--- config.mk ---
export PLATFORM = sky130hd
export DESIGN_NAME = varint_codec_32_64_top
export DESIGN_NICKNAME = d
export VERILOG_FILES = /design/src/hw/rtl/vcodec_pkg.sv /design/src/hw/rtl/vcodec_ctrl.sv /design/src/hw/rtl/vcodec_dp.sv /design/src/hw/rtl/varint_codec_32_64_top.sv
export SDC_FILE = /design/constraint.sdc
export NUM_CORES = 1
export LEC_CHECK = 0
export BUFFER_PORTS_ARGS = -buffer_cell sky130_fd_sc_hd__buf_2
export CAP_MARGIN = 15
export CELL_PAD_IN_SITES_DETAIL_PLACEMENT = 1
export CELL_PAD_IN_SITES_GLOBAL_PLACEMENT = 1
export CORE_AREA = 2 2 158 222
export CTS_BUF_LIST = sky130_fd_sc_hd__clkbuf_8 sky130_fd_sc_hd__clkbuf_16
export DETAILED_ROUTE_END_ITERATION = 8
export DIE_AREA = 0 0 160 224
export PLACE_DENSITY = 0.69
export SLEW_MARGIN = 20
export SYNTH_ARGS = -nofsm -noshare
export SYNTH_HDL_FRONTEND = slang
export SYNTH_SLANG_ARGS = --single-unit
--- constraint.sdc ---
create_clock -name clk -period 4.85 [get_ports clk]
set_input_delay 0.97 -clock clk [delete_from_list [all_inputs] [get_ports clk]]
set_output_delay 0.97 -clock clk [all_outputs]
set_load 0.03 [all_outputs]
--- src/hw/rtl/vcodec_pkg.sv ---
package vcodec_pkg;

	// operation select on the request channel
	localparam logic OP_DECODE = 1'b0;
	localparam logic OP_ENCODE = 1'b1;

	// result kinds
	typedef enum logic [1:0] {
		KIND_ENC = 2'd0,
		KIND_DEC = 2'd1,
		KIND_ERR = 2'd2
	} kind_t;

	// varint constants
	localparam logic [7:0] Low7Mask  = 8'h7F;
	localparam logic [7:0] ContMask  = 8'h80;
	localparam logic [3:0] MaxShort  = 4'd5;
	localparam logic [3:0] MaxLong   = 4'd10;
	localparam logic [6:0] GroupBits = 7'd7;

	// controller states, one-hot
	typedef enum logic [1:0] {
		ST_IDLE = 2'b01,
		ST_ENC  = 2'b10
	} state_t;

	// controller to datapath
	typedef struct packed {
		logic dec_go;    // take one decode byte
		logic enc_load;  // load a value to encode
		logic enc_emit;  // emit the next encoded byte
	} cmd_t;

	// datapath to controller
	typedef struct packed {
		logic slot_free; // output register can take a result this cycle
		logic enc_last;  // next encoded byte is the last one
	} sts_t;

endpackage

--- src/hw/rtl/vcodec_ctrl.sv ---
module vcodec_ctrl (
	input  logic               clk,
	input  logic               arst_n,
	input  logic               in_valid,
	output logic               in_ready,
	input  logic               op,
	input  vcodec_pkg::sts_t   sts,
	output vcodec_pkg::cmd_t   cmd
);
	import vcodec_pkg::*;

	state_t state_q;
	state_t state_d;
	logic   fire;

	// requests only in idle, and only when the output register can take a result
	assign in_ready = (state_q == ST_IDLE) && sts.slot_free;
	assign fire     = in_valid && in_ready;

	always_comb begin
		state_d      = state_q;
		cmd.dec_go   = 1'b0;
		cmd.enc_load = 1'b0;
		cmd.enc_emit = 1'b0;
		case (state_q)
			ST_IDLE: begin
				if (fire) begin
					if (op == OP_ENCODE) begin
						cmd.enc_load = 1'b1;
						state_d      = ST_ENC;
					end else begin
						cmd.dec_go = 1'b1;
					end
				end
			end
			ST_ENC: begin
				if (sts.slot_free) begin
					cmd.enc_emit = 1'b1;
					if (sts.enc_last) begin
						state_d = ST_IDLE;
					end
				end
			end
			default: begin
				state_d = ST_IDLE;
			end
		endcase
	end

	always_ff @(posedge clk or negedge arst_n) begin
		if (!arst_n) begin
			state_q <= ST_IDLE;
		end else begin
			state_q <= state_d;
		end
	end

	// no request is taken while a run of encoded bytes is going out
	a_no_accept_in_enc: assert property (@(posedge clk) disable iff (!arst_n)
		(state_q == ST_ENC) |-> !in_ready)
		else $error("request accepted during encode run");

	// an encode request always starts a run
	a_load_starts_run: assert property (@(posedge clk) disable iff (!arst_n)
		cmd.enc_load |=> (state_q == ST_ENC))
		else $error("encode load did not enter run state");

endmodule

--- src/hw/rtl/vcodec_dp.sv ---
module vcodec_dp (
	input  logic                clk,
	input  logic                arst_n,
	input  vcodec_pkg::cmd_t    cmd,
	output vcodec_pkg::sts_t    sts,
	input  logic                long_form,
	input  logic [7:0]          in_byte,
	input  logic signed [63:0]  in_value,
	output logic                out_valid,
	input  logic                out_ready,
	output logic [1:0]          kind,
	output logic [7:0]          out_byte,
	output logic                out_last,
	output logic signed [63:0]  out_value,
	output logic [3:0]          byte_count
);
	import vcodec_pkg::*;

	// decode state
	logic [63:0] acc_q;
	logic [3:0]  seen_q;
	logic        form_q;

	// encode state
	logic [63:0] sh_q;
	logic [3:0]  cnt_q;

	// output register
	logic        ovalid_q;
	kind_t       kind_q;
	logic [7:0]  byte_q;
	logic        last_q;
	logic [63:0] value_q;
	logic [3:0]  count_q;

	// decode path
	logic        lf_eff;
	logic [3:0]  limit;
	logic        dec_err;
	logic        dec_more;
	logic        dec_done;
	logic [6:0]  shamt;
	logic [63:0] grp;
	logic [63:0] acc_or;
	logic [63:0] acc_new;
	logic [63:0] dec_val;
	logic [3:0]  seen_inc;

	// encode path
	logic        enc_cont;
	logic [7:0]  enc_byte;

	assign lf_eff   = (seen_q == 4'd0) ? long_form : form_q;
	assign limit    = lf_eff ? MaxLong : MaxShort;
	assign dec_err  = (seen_q >= limit);
	assign dec_more = |(in_byte & ContMask);
	assign dec_done = dec_err || !dec_more;
	assign shamt    = 7'(seen_q) * GroupBits;
	assign grp      = {56'd0, in_byte & Low7Mask};
	assign acc_or   = acc_q | (grp << shamt[5:0]);
	assign acc_new  = lf_eff ? acc_or : {32'd0, acc_or[31:0]};
	assign dec_val  = lf_eff ? acc_new : {{32{acc_new[31]}}, acc_new[31:0]};
	assign seen_inc = seen_q + 4'd1;

	assign enc_cont = (sh_q[63:7] != 57'd0);
	assign enc_byte = {1'b0, sh_q[6:0]} | (enc_cont ? ContMask : 8'h00);

	assign sts.slot_free = !ovalid_q || out_ready;
	assign sts.enc_last  = !enc_cont;

	always_ff @(posedge clk or negedge arst_n) begin
		if (!arst_n) begin
			acc_q  <= '0;
			seen_q <= '0;
			form_q <= 1'b0;
		end else if (cmd.dec_go) begin
			if (dec_done) begin
				acc_q  <= '0;
				seen_q <= '0;
				form_q <= 1'b0;
			end else begin
				acc_q  <= acc_new;
				seen_q <= seen_inc;
				form_q <= lf_eff;
			end
		end
	end

	always_ff @(posedge clk or negedge arst_n) begin
		if (!arst_n) begin
			cnt_q <= '0;
		end else if (cmd.enc_load) begin
			cnt_q <= '0;
		end else if (cmd.enc_emit) begin
			cnt_q <= cnt_q + 4'd1;
		end
	end

	always_ff @(posedge clk) begin
		if (cmd.enc_load) begin
			sh_q <= long_form ? 64'(in_value) : {32'd0, in_value[31:0]};
		end else if (cmd.enc_emit) begin
			sh_q <= sh_q >> GroupBits;
		end
	end

	always_ff @(posedge clk or negedge arst_n) begin
		if (!arst_n) begin
			ovalid_q <= 1'b0;
		end else if ((cmd.dec_go && dec_done) || cmd.enc_emit) begin
			ovalid_q <= 1'b1;
		end else if (out_ready) begin
			ovalid_q <= 1'b0;
		end
	end

	always_ff @(posedge clk) begin
		if (cmd.enc_emit) begin
			kind_q  <= KIND_ENC;
			byte_q  <= enc_byte;
			last_q  <= !enc_cont;
			value_q <= '0;
			count_q <= cnt_q + 4'd1;
		end else if (cmd.dec_go && dec_done) begin
			byte_q <= '0;
			last_q <= 1'b0;
			if (dec_err) begin
				kind_q  <= KIND_ERR;
				value_q <= '0;
				count_q <= '0;
			end else begin
				kind_q  <= KIND_DEC;
				value_q <= dec_val;
				count_q <= seen_inc;
			end
		end
	end

	assign out_valid  = ovalid_q;
	assign kind       = kind_q;
	assign out_byte   = byte_q;
	assign out_last   = last_q;
	assign out_value  = $signed(value_q);
	assign byte_count = count_q;

	a_seen_bound: assert property (@(posedge clk) disable iff (!arst_n)
		seen_q <= MaxLong)
		else $error("decode byte count out of range");

	a_short_acc: assert property (@(posedge clk) disable iff (!arst_n)
		!form_q |-> (acc_q[63:32] == 32'd0))
		else $error("short form accumulator above bit 31");

	a_err_clears: assert property (@(posedge clk) disable iff (!arst_n)
		(cmd.dec_go && dec_err) |=> (seen_q == 4'd0 && acc_q == 64'd0))
		else $error("decode state not cleared after error");

	a_no_overwrite: assert property (@(posedge clk) disable iff (!arst_n)
		(ovalid_q && !out_ready) |-> !(cmd.enc_emit || (cmd.dec_go && dec_done)))
		else $error("result written over a pending result");

endmodule

--- src/hw/rtl/varint_codec_32_64_top.sv ---
// channel   | handshake            | payload
// ----------+----------------------+-----------------------------------------------
// request   | in_valid / in_ready  | op, long_form, in_byte, in_value
// result    | out_valid / out_ready| kind, out_byte, out_last, out_value, byte_count
//
// a decode request's result (if any) appears the cycle after it is taken
// an encode request gives n output bytes (1..10) from the shift register in the
//   datapath, one per cycle unless the result stalls; no request is taken meanwhile
// arst_n clears the decode accumulator, byte count, latched form and the fsm
// a stalled result holds in the output register; the next request is still
//   taken in the cycle the pending result leaves
module varint_codec_32_64_top (
	input  logic               clk,
	input  logic               arst_n,
	// request channel
	input  logic               in_valid,
	output logic               in_ready,
	input  logic               op,
	input  logic               long_form,
	input  logic [7:0]         in_byte,
	input  logic signed [63:0] in_value,
	// result channel
	output logic               out_valid,
	input  logic               out_ready,
	output logic [1:0]         kind,
	output logic [7:0]         out_byte,
	output logic               out_last,
	output logic signed [63:0] out_value,
	output logic [3:0]         byte_count
);
	import vcodec_pkg::*;

	// command and status between the fsm and the datapath
	cmd_t cmd;
	sts_t sts;

	// sequencer: idle / encode run
	vcodec_ctrl u_ctrl (
		.clk      (clk),
		.arst_n   (arst_n),
		.in_valid (in_valid),
		.in_ready (in_ready),
		.op       (op),
		.sts      (sts),
		.cmd      (cmd)
	);

	// accumulator, encode shifter and output register
	vcodec_dp u_dp (
		.clk        (clk),
		.arst_n     (arst_n),
		.cmd        (cmd),
		.sts        (sts),
		.long_form  (long_form),
		.in_byte    (in_byte),
		.in_value   (in_value),
		.out_valid  (out_valid),
		.out_ready  (out_ready),
		.kind       (kind),
		.out_byte   (out_byte),
		.out_last   (out_last),
		.out_value  (out_value),
		.byte_count (byte_count)
	);

endmodule

* Word-level counts from Yosys, hierarchy flattened
Cells that the tools add are included.
Word-level totals: register bits 219, input bits 78, output and inout bits 81, word-level logic and storage cells 75
Operators by class: $add $sub $neg 2, multiply operators 1, magnitude comparators 1, equal/unequal tests 6, shift operators 1, mux-type cells 35, bitwise operators 2, reductions and logical operators 15
Operators with widths (number):
- two-way mux 64 bit | 7
- bitwise OR 64 bit | 1
- << shifter 7 x 6 -> 64 bit | 1
- nonzero test 57 bit | 1
- two-way mux 4 bit | 7
- two-way mux 8 bit | 3
- two-way mux 2 bit | 7
- two-way mux 1 bit | 10
- adder 4 x 1 -> 4 bit (second input constant) | 2
- bitwise OR 7 x 8 -> 8 bit | 1
- multiplier 4 x 3 -> 6 bit (second input constant) | 1
- nonzero test 2 bit | 3
- >= comparator 4 bit | 1
- logical NOT 4 bit | 1
- inequality test 2 x 1 -> 1 bit (second input constant) | 2
- inequality test 2 bit (second input constant) | 2
- case mux 2 bit (2 select lines) | 1
- AND reduction 4 bit | 1
- logical AND 1 bit | 3
- logical NOT 1 bit | 3
- logical OR 1 bit | 3
- == test 2 x 1 -> 1 bit (second input constant) | 1
- == test 2 bit (second input constant) | 1

* Logic depth before layout (Yosys ltp)
depth after elaboration 9, depth in mapped cells 16, gate-level depth less buffers 12

* Hierarchy
A second synthesis with hierarchy kept.
Second synthesis, totals: cells, all modules 875, area total of the unflattened synthesis 9710.6 um2
Modules (own cells, without submodules):
- vcodec_dp | instances 1, cells each 864, area each 9586.7 um2, seq. area each 5485.3 um2
- vcodec_ctrl | instances 1, cells each 11, area each 123.9 um2, seq. area each 51.3 um2

* Worst setup path after synthesis
Ideal clock, no wire load.
path type input port to flip-flop, start point input port out_ready, end point register u_dp.sh_q[0] (enable), library setup time 0.688 ns, arrival 3.314 ns, data required time 4.162 ns, setup slack 0.848 ns, cell stages on the path 6, buffers on the path 2, cell sequence nand2b_1 > and2_1 > nand3_1 > clkbuf_1 > buf_1 > nand2_1
Between the ends: word-level cells in the longest chain between the ends 6, elaborated cells on any way between the ends 8, classes of those cells 4 x mux; 4 x reduce/logical
RTL lines:
- from (decl) | line varint_codec_32_64_top.sv:24 | input logic out_ready,
- logical OR 1 bit | line vcodec_dp.sv:68 | assign sts.slot_free = !ovalid_q || out_ready;
- logical AND 1 bit | line vcodec_ctrl.sv:17 | assign in_ready = (state_q == ST_IDLE) && sts.slot_free;
- via in_ready | line varint_codec_32_64_top.sv:17 | output logic in_ready,
- logical AND 1 bit | line vcodec_ctrl.sv:18 | assign fire = in_valid && in_ready;
- two-way mux 2 bit | line vcodec_ctrl.sv:27 | if (fire) begin
- two-way mux 2 bit | line vcodec_ctrl.sv:25 | case (state_q)
- nonzero test 2 bit (no source line)
- to (signal assigned) | line vcodec_dp.sv:101 | sh_q <= long_form ? 64'(in_value) : {32'd0, in_value[31:0]};
- to (signal assigned) | line vcodec_dp.sv:103 | sh_q <= sh_q >> GroupBits;
- to (decl) | line vcodec_dp.sv:25 | logic [63:0] sh_q;
The timed path passes the listed nets, and every way through them passes these cells. A chain may end at the register's enable or synchronous reset.

* Worst setup path in the final report
start point register u_dp.seen_q[2], end point register u_dp.value_q[33], in the netlist u_dp.out_value[33]
Between the ends: word-level cells in the longest chain between the ends 6, elaborated cells on any way between the ends 12, classes of those cells 1 x mul; 1 x order compare; 1 x shift; 5 x mux; 1 x bitwise; 3 x reduce/logical
RTL lines:
- from (decl) | line vcodec_dp.sv:21 | logic [3:0] seen_q;
- from (signal assigned) | line vcodec_dp.sv:83 | seen_q <= seen_inc;
- multiplier 4 x 3 -> 6 bit / logical NOT 4 bit (equally long branches) | line vcodec_dp.sv:58, vcodec_dp.sv:53
- << shifter 7 x 6 -> 64 bit / two-way mux 1 bit (equally long branches) | line vcodec_dp.sv:60, vcodec_dp.sv:53
- bitwise OR 64 bit / two-way mux 4 bit (equally long branches) | line vcodec_dp.sv:60, vcodec_dp.sv:54
- two-way mux 64 bit / >= comparator 4 bit (equally long branches) | line vcodec_dp.sv:61, vcodec_dp.sv:55
- two-way mux 64 bit / logical OR 1 bit (equally long branches) | line vcodec_dp.sv:62, vcodec_dp.sv:57
- two-way mux 64 bit / logical AND 1 bit (equally long branches) | line vcodec_dp.sv:127, vcodec_dp.sv:124
- to (signal assigned) | line vcodec_dp.sv:133 | value_q <= dec_val;
- to (decl) | line vcodec_dp.sv:33 | logic [63:0] value_q;
Parallel ways exist; a longest one is shown, timed or not.

==> impl_metrics.csv <==
group,metric,value,unit
status,status,"completed",
placement,place_congestion,0.8614,
power,max-vdd-ir-drop,283.2,uV
floorplanning,die_area,0.03584,mm2
power,seqPwrFrac,33.8,%
setup_path,crit_fanout,32,
clock_network,cts_tree,"yes",
cells_and_area,area_growth,21.17,%
power,combPwrFrac,42.2,%
floorplanning,die_x,160,um
cells_and_area,final_common_cell,"nand2_1",
global_routing,antenna_found_initial,0,
setup_path,crit_required,5.25,ns
cells_and_area,fin_nets,1169,
timing,holdWs,0.4558,ns
clock_network,cts_resized,0,
clock_network,cts_sinks,219,
global_routing,grt_use_total,16.23,%
floorplanning,start_util,29.56,%
power,power_density,647.8,mW/mm2
global_routing,grt_pass1_vias,8036,
setup_path,arrival,4.26,ns
logic_synthesis,synth_top_area_share,23.12,%
timing,finalMaxSlewViolations,0,
floorplanning,io-pin-count,159,
routing,avgRoutedWirePerCell,18.90,um
routing,route.final.wire_length,29.22,mm
logic_synthesis,synth-main-ff-cell,"edfxtp_1",
power,p_sw,3.295,mW
timing,relSlewSlack,31.29,%
timing,rsz0062_at_grt,"false",
routing,drc,0,
floorplanning,num_rows,80,
cells_and_area,multi_input_area,0.004135,mm2
worst_hold_path,hold_start,"u_dp.out_value[15]",
clock_network,cts_buffers,24,
power,swShare,41.97,%
clock_network,root_buffer,"clkbuf_16",
logic_synthesis,synth_top_area_cell,"edfxtp_1",
logic_synthesis,syn_avg_cell_area,10.79,um2
global_routing,grt_first_pass_wirelength,46.04,mm
clock_network,postCtsSetupBuffers,0,
timing,hold_viol_final,0,
worst_hold_path,min_path_cells,1,
timing,final.setup.tns,0,ns
routing,drt_pre_antenna_iters,4,
timing,period_needed,3.867,ns
clock_network,clock_path_buffers,3,
logic_synthesis,synthDistinctLibCells,70,
setup_path,end_kind,"flip-flop",
clock_network,clk_latency,0.53,ns
routing,vias,7733,
placement,hpwlAfterDp,20.67,mm
logic_synthesis,synth_area_leaders,"edfxtp_1 23%, dfrtp_1 19%, dfxtp_1 13%",
cells_and_area,final_cells,1546,
logic_synthesis,async_reset_ff_share,34.70,%
routing,viasPerCell,5.002,
global_routing,grt_overflow,0,
cells_and_area,fill_cells,3906,
clock_network,cts_hold_buf,0,
logic_synthesis,syn_inst,927,
floorplanning,dieHeight,224,um
setup_path,rr_startpoint,"u_dp.seen_q[2]",
timing,max_freq,258.6,MHz
cells_and_area,most-common-layout-cells,"178 x nand2_1, 157 x buf_2, 77 x edfxtp_1",
cells_and_area,regArea,0.005537,mm2
logic_synthesis,ys_ff_latch,219,
setup_path,crit_type,"flip-flop to flip-flop",
timing,worst_clock_skew,0.01249,ns
power,p_leak,5.194,nW
routing,drt-initial-drc-count,405,
timing,finalCritPeriodShare,79.73,%
floorplanning,core-area,0.03383,mm2
global_routing,grtUsageMet1,19.65,%
setup_path,reg2reg_to,"u_dp.out_value[33]",
setup_path,start_kind,"flip-flop",
power,intPower,4.556,mW
setup_path,timing.reg2reg.worst_path_depth,11,
worst_hold_path,hold_class,"flip-flop to flip-flop",
clock_network,clk_pin_slew,0.06,ns
logic_synthesis,syn_nets,1020,
job,drv_cap,0,
logic_synthesis,synth_area,0.01000,mm2
power,clock_power_share,24.0,%
global_routing,use_met2,29.33,%
global_routing,grt_max_degree,77,
routing,drtAntennaViolNets,0,
cells_and_area,layout-drive-gt1-share,26.78,%
logic_synthesis,synth-edff-count,77,
worst_hold_path,hold_end,"u_dp.out_value[15]",
placement,dp_cells,1501,
timing,tightest_slew,1.027,ns
setup_path,r2r_setup_slack,0.98,ns
clock_network,htreeDepth,1,
placement,numPortBuffers,158,
global_routing,met3_usage,2.222,%
global_routing,busiest_layer,"met2",
logic_synthesis,yosysWarningCount,0,
timing,setup_viol,0,
logic_synthesis,ys_seq_area_share,55.35,%
cell type report:
| cell class | count | area share, % |
|---|---|---|
| Antenna cell | 1 | 0.02065 |
| Clock buffer | 31 | 6.215 |
| Clock inverter | 13 | 0.6711 |
| Inverter | 13 | 0.4026 |
| Multi-Input combinational cell | 635 | 34.12 |
| Sequential cell | 219 | 45.68 |
| Tap cell | 451 | 4.656 |
| Timing Repair Buffer | 183 | 8.228 |
metrics by stage:
stage | total power, mW | cell area, um2 | util, % | worst slack, ns
floorplan | 4.857 | 10000 | - | 0.8479
detailed placement | 6.004 | 11280 | 33.34 | 1.014
CTS | 7.938 | 12110 | 35.80 | 1.004
finish | 7.851 | 12120 | 35.82 | 0.9833
global placement | 5.942 | 11280 | 33.34 | 1.127
global route | 8.289 | 12120 | 35.81 | 0.7335
registers in the layout, indices dropped and copies added (netlist names):
| name | flops |
|---|---|
| u_dp.out_last | 1 |
| u_dp.sh_q | 64 |
| u_dp.out_byte | 8 |
| u_ctrl.state_q | 2 |
| u_dp.out_value | 64 |
| u_dp.kind | 2 |
| u_dp.cnt_q | 4 |
| u_dp.form_q | 1 |
| u_dp.seen_q | 4 |
| u_dp.acc_q | 64 |
| u_dp.byte_count | 4 |
| u_dp.out_valid | 1 |
critical path, cell delays in order (launching register included):
cell and delay (ns):
dfrtp_1 0.47, inv_1 0.18, fa_1 0.52, inv_1 0.04, ha_1 0.65, mux2_2 0.42
a221oi_2 0.36, nor3b_4 0.07, buf_4 0.19, a21oi_2 0.17, a21o_4 0.49, o2bb2ai_1 0.14
Yosys cell counts (all sizes together), types with 3 or more instances:
master / count
nand2: 179
edfxtp: 77
dfrtp: 75
dfxtp: 66
o2bb2ai: 65
a21oi: 64
nor2: 55
nand3: 39
buf: 31
a211oi: 29
clkbuf: 29
a22o: 27
o21ai: 22
nor4: 16
and3: 13
inv: 13
and2: 11
ha: 11
mux2i: 10
nor3: 10
o22ai: 10
nand2b: 8
mux2: 7
a31oi: 5
xnor2: 5
xor2: 5
fa: 4
nand4: 4
nor2b: 4
nor3b: 3
o21a: 3
or2: 3
routing by layer:
layer  part of all wire (%)  vias to the layer above
li1                       -                     3699
met1                     42                     3799
met2                     51                      192
met3                    4.1                       43
met4                    3.2                        0
met5                      0                        -
cells by family after synthesis:
family | count (synthesis) | share of synthesized area, %
AND/OR/NAND/NOR | 349 | 15.96
AO/OA/AOI/OAI | 243 | 19.41
flip-flops | 219 | 55.35
buffers and inverters | 73 | 3.515
multiplexers | 18 | 2.552
adder cells (fa/ha/maj) | 15 | 2.177
XOR/XNOR | 10 | 1.026
power groups by stage:
stage / registers, mW / logic, mW / clock network [mW]
floorplan: 3.11 / 1.74 / 0
global route: 2.70 / 3.57 / 2.02
detailed placement: 2.68 / 3.32 / 0
global placement: 2.68 / 3.26 / 0
finish: 2.65 / 3.31 / 1.89
CTS: 2.66 / 3.34 / 1.95
worst max-delay path by stage:
stage	slack, ns	endpoint	startpoint	depth (start not counted)
final	0.98	u_dp.out_value[33]	u_dp.seen_q[2]	11
after global routing	0.73	u_dp.out_value[53]	u_dp.seen_q[2]	10
after CTS	1.00	u_dp.out_value[33]	u_dp.seen_q[1]	11
after detailed placement	1.01	u_dp.out_value[33]	u_dp.seen_q[2]	11
after global placement	1.13	u_dp.out_value[32]	u_dp.seen_q[1]	11
after floorplan	0.85	u_dp.sh_q[0]	out_ready	6
(Power assumes the default switching activity.)
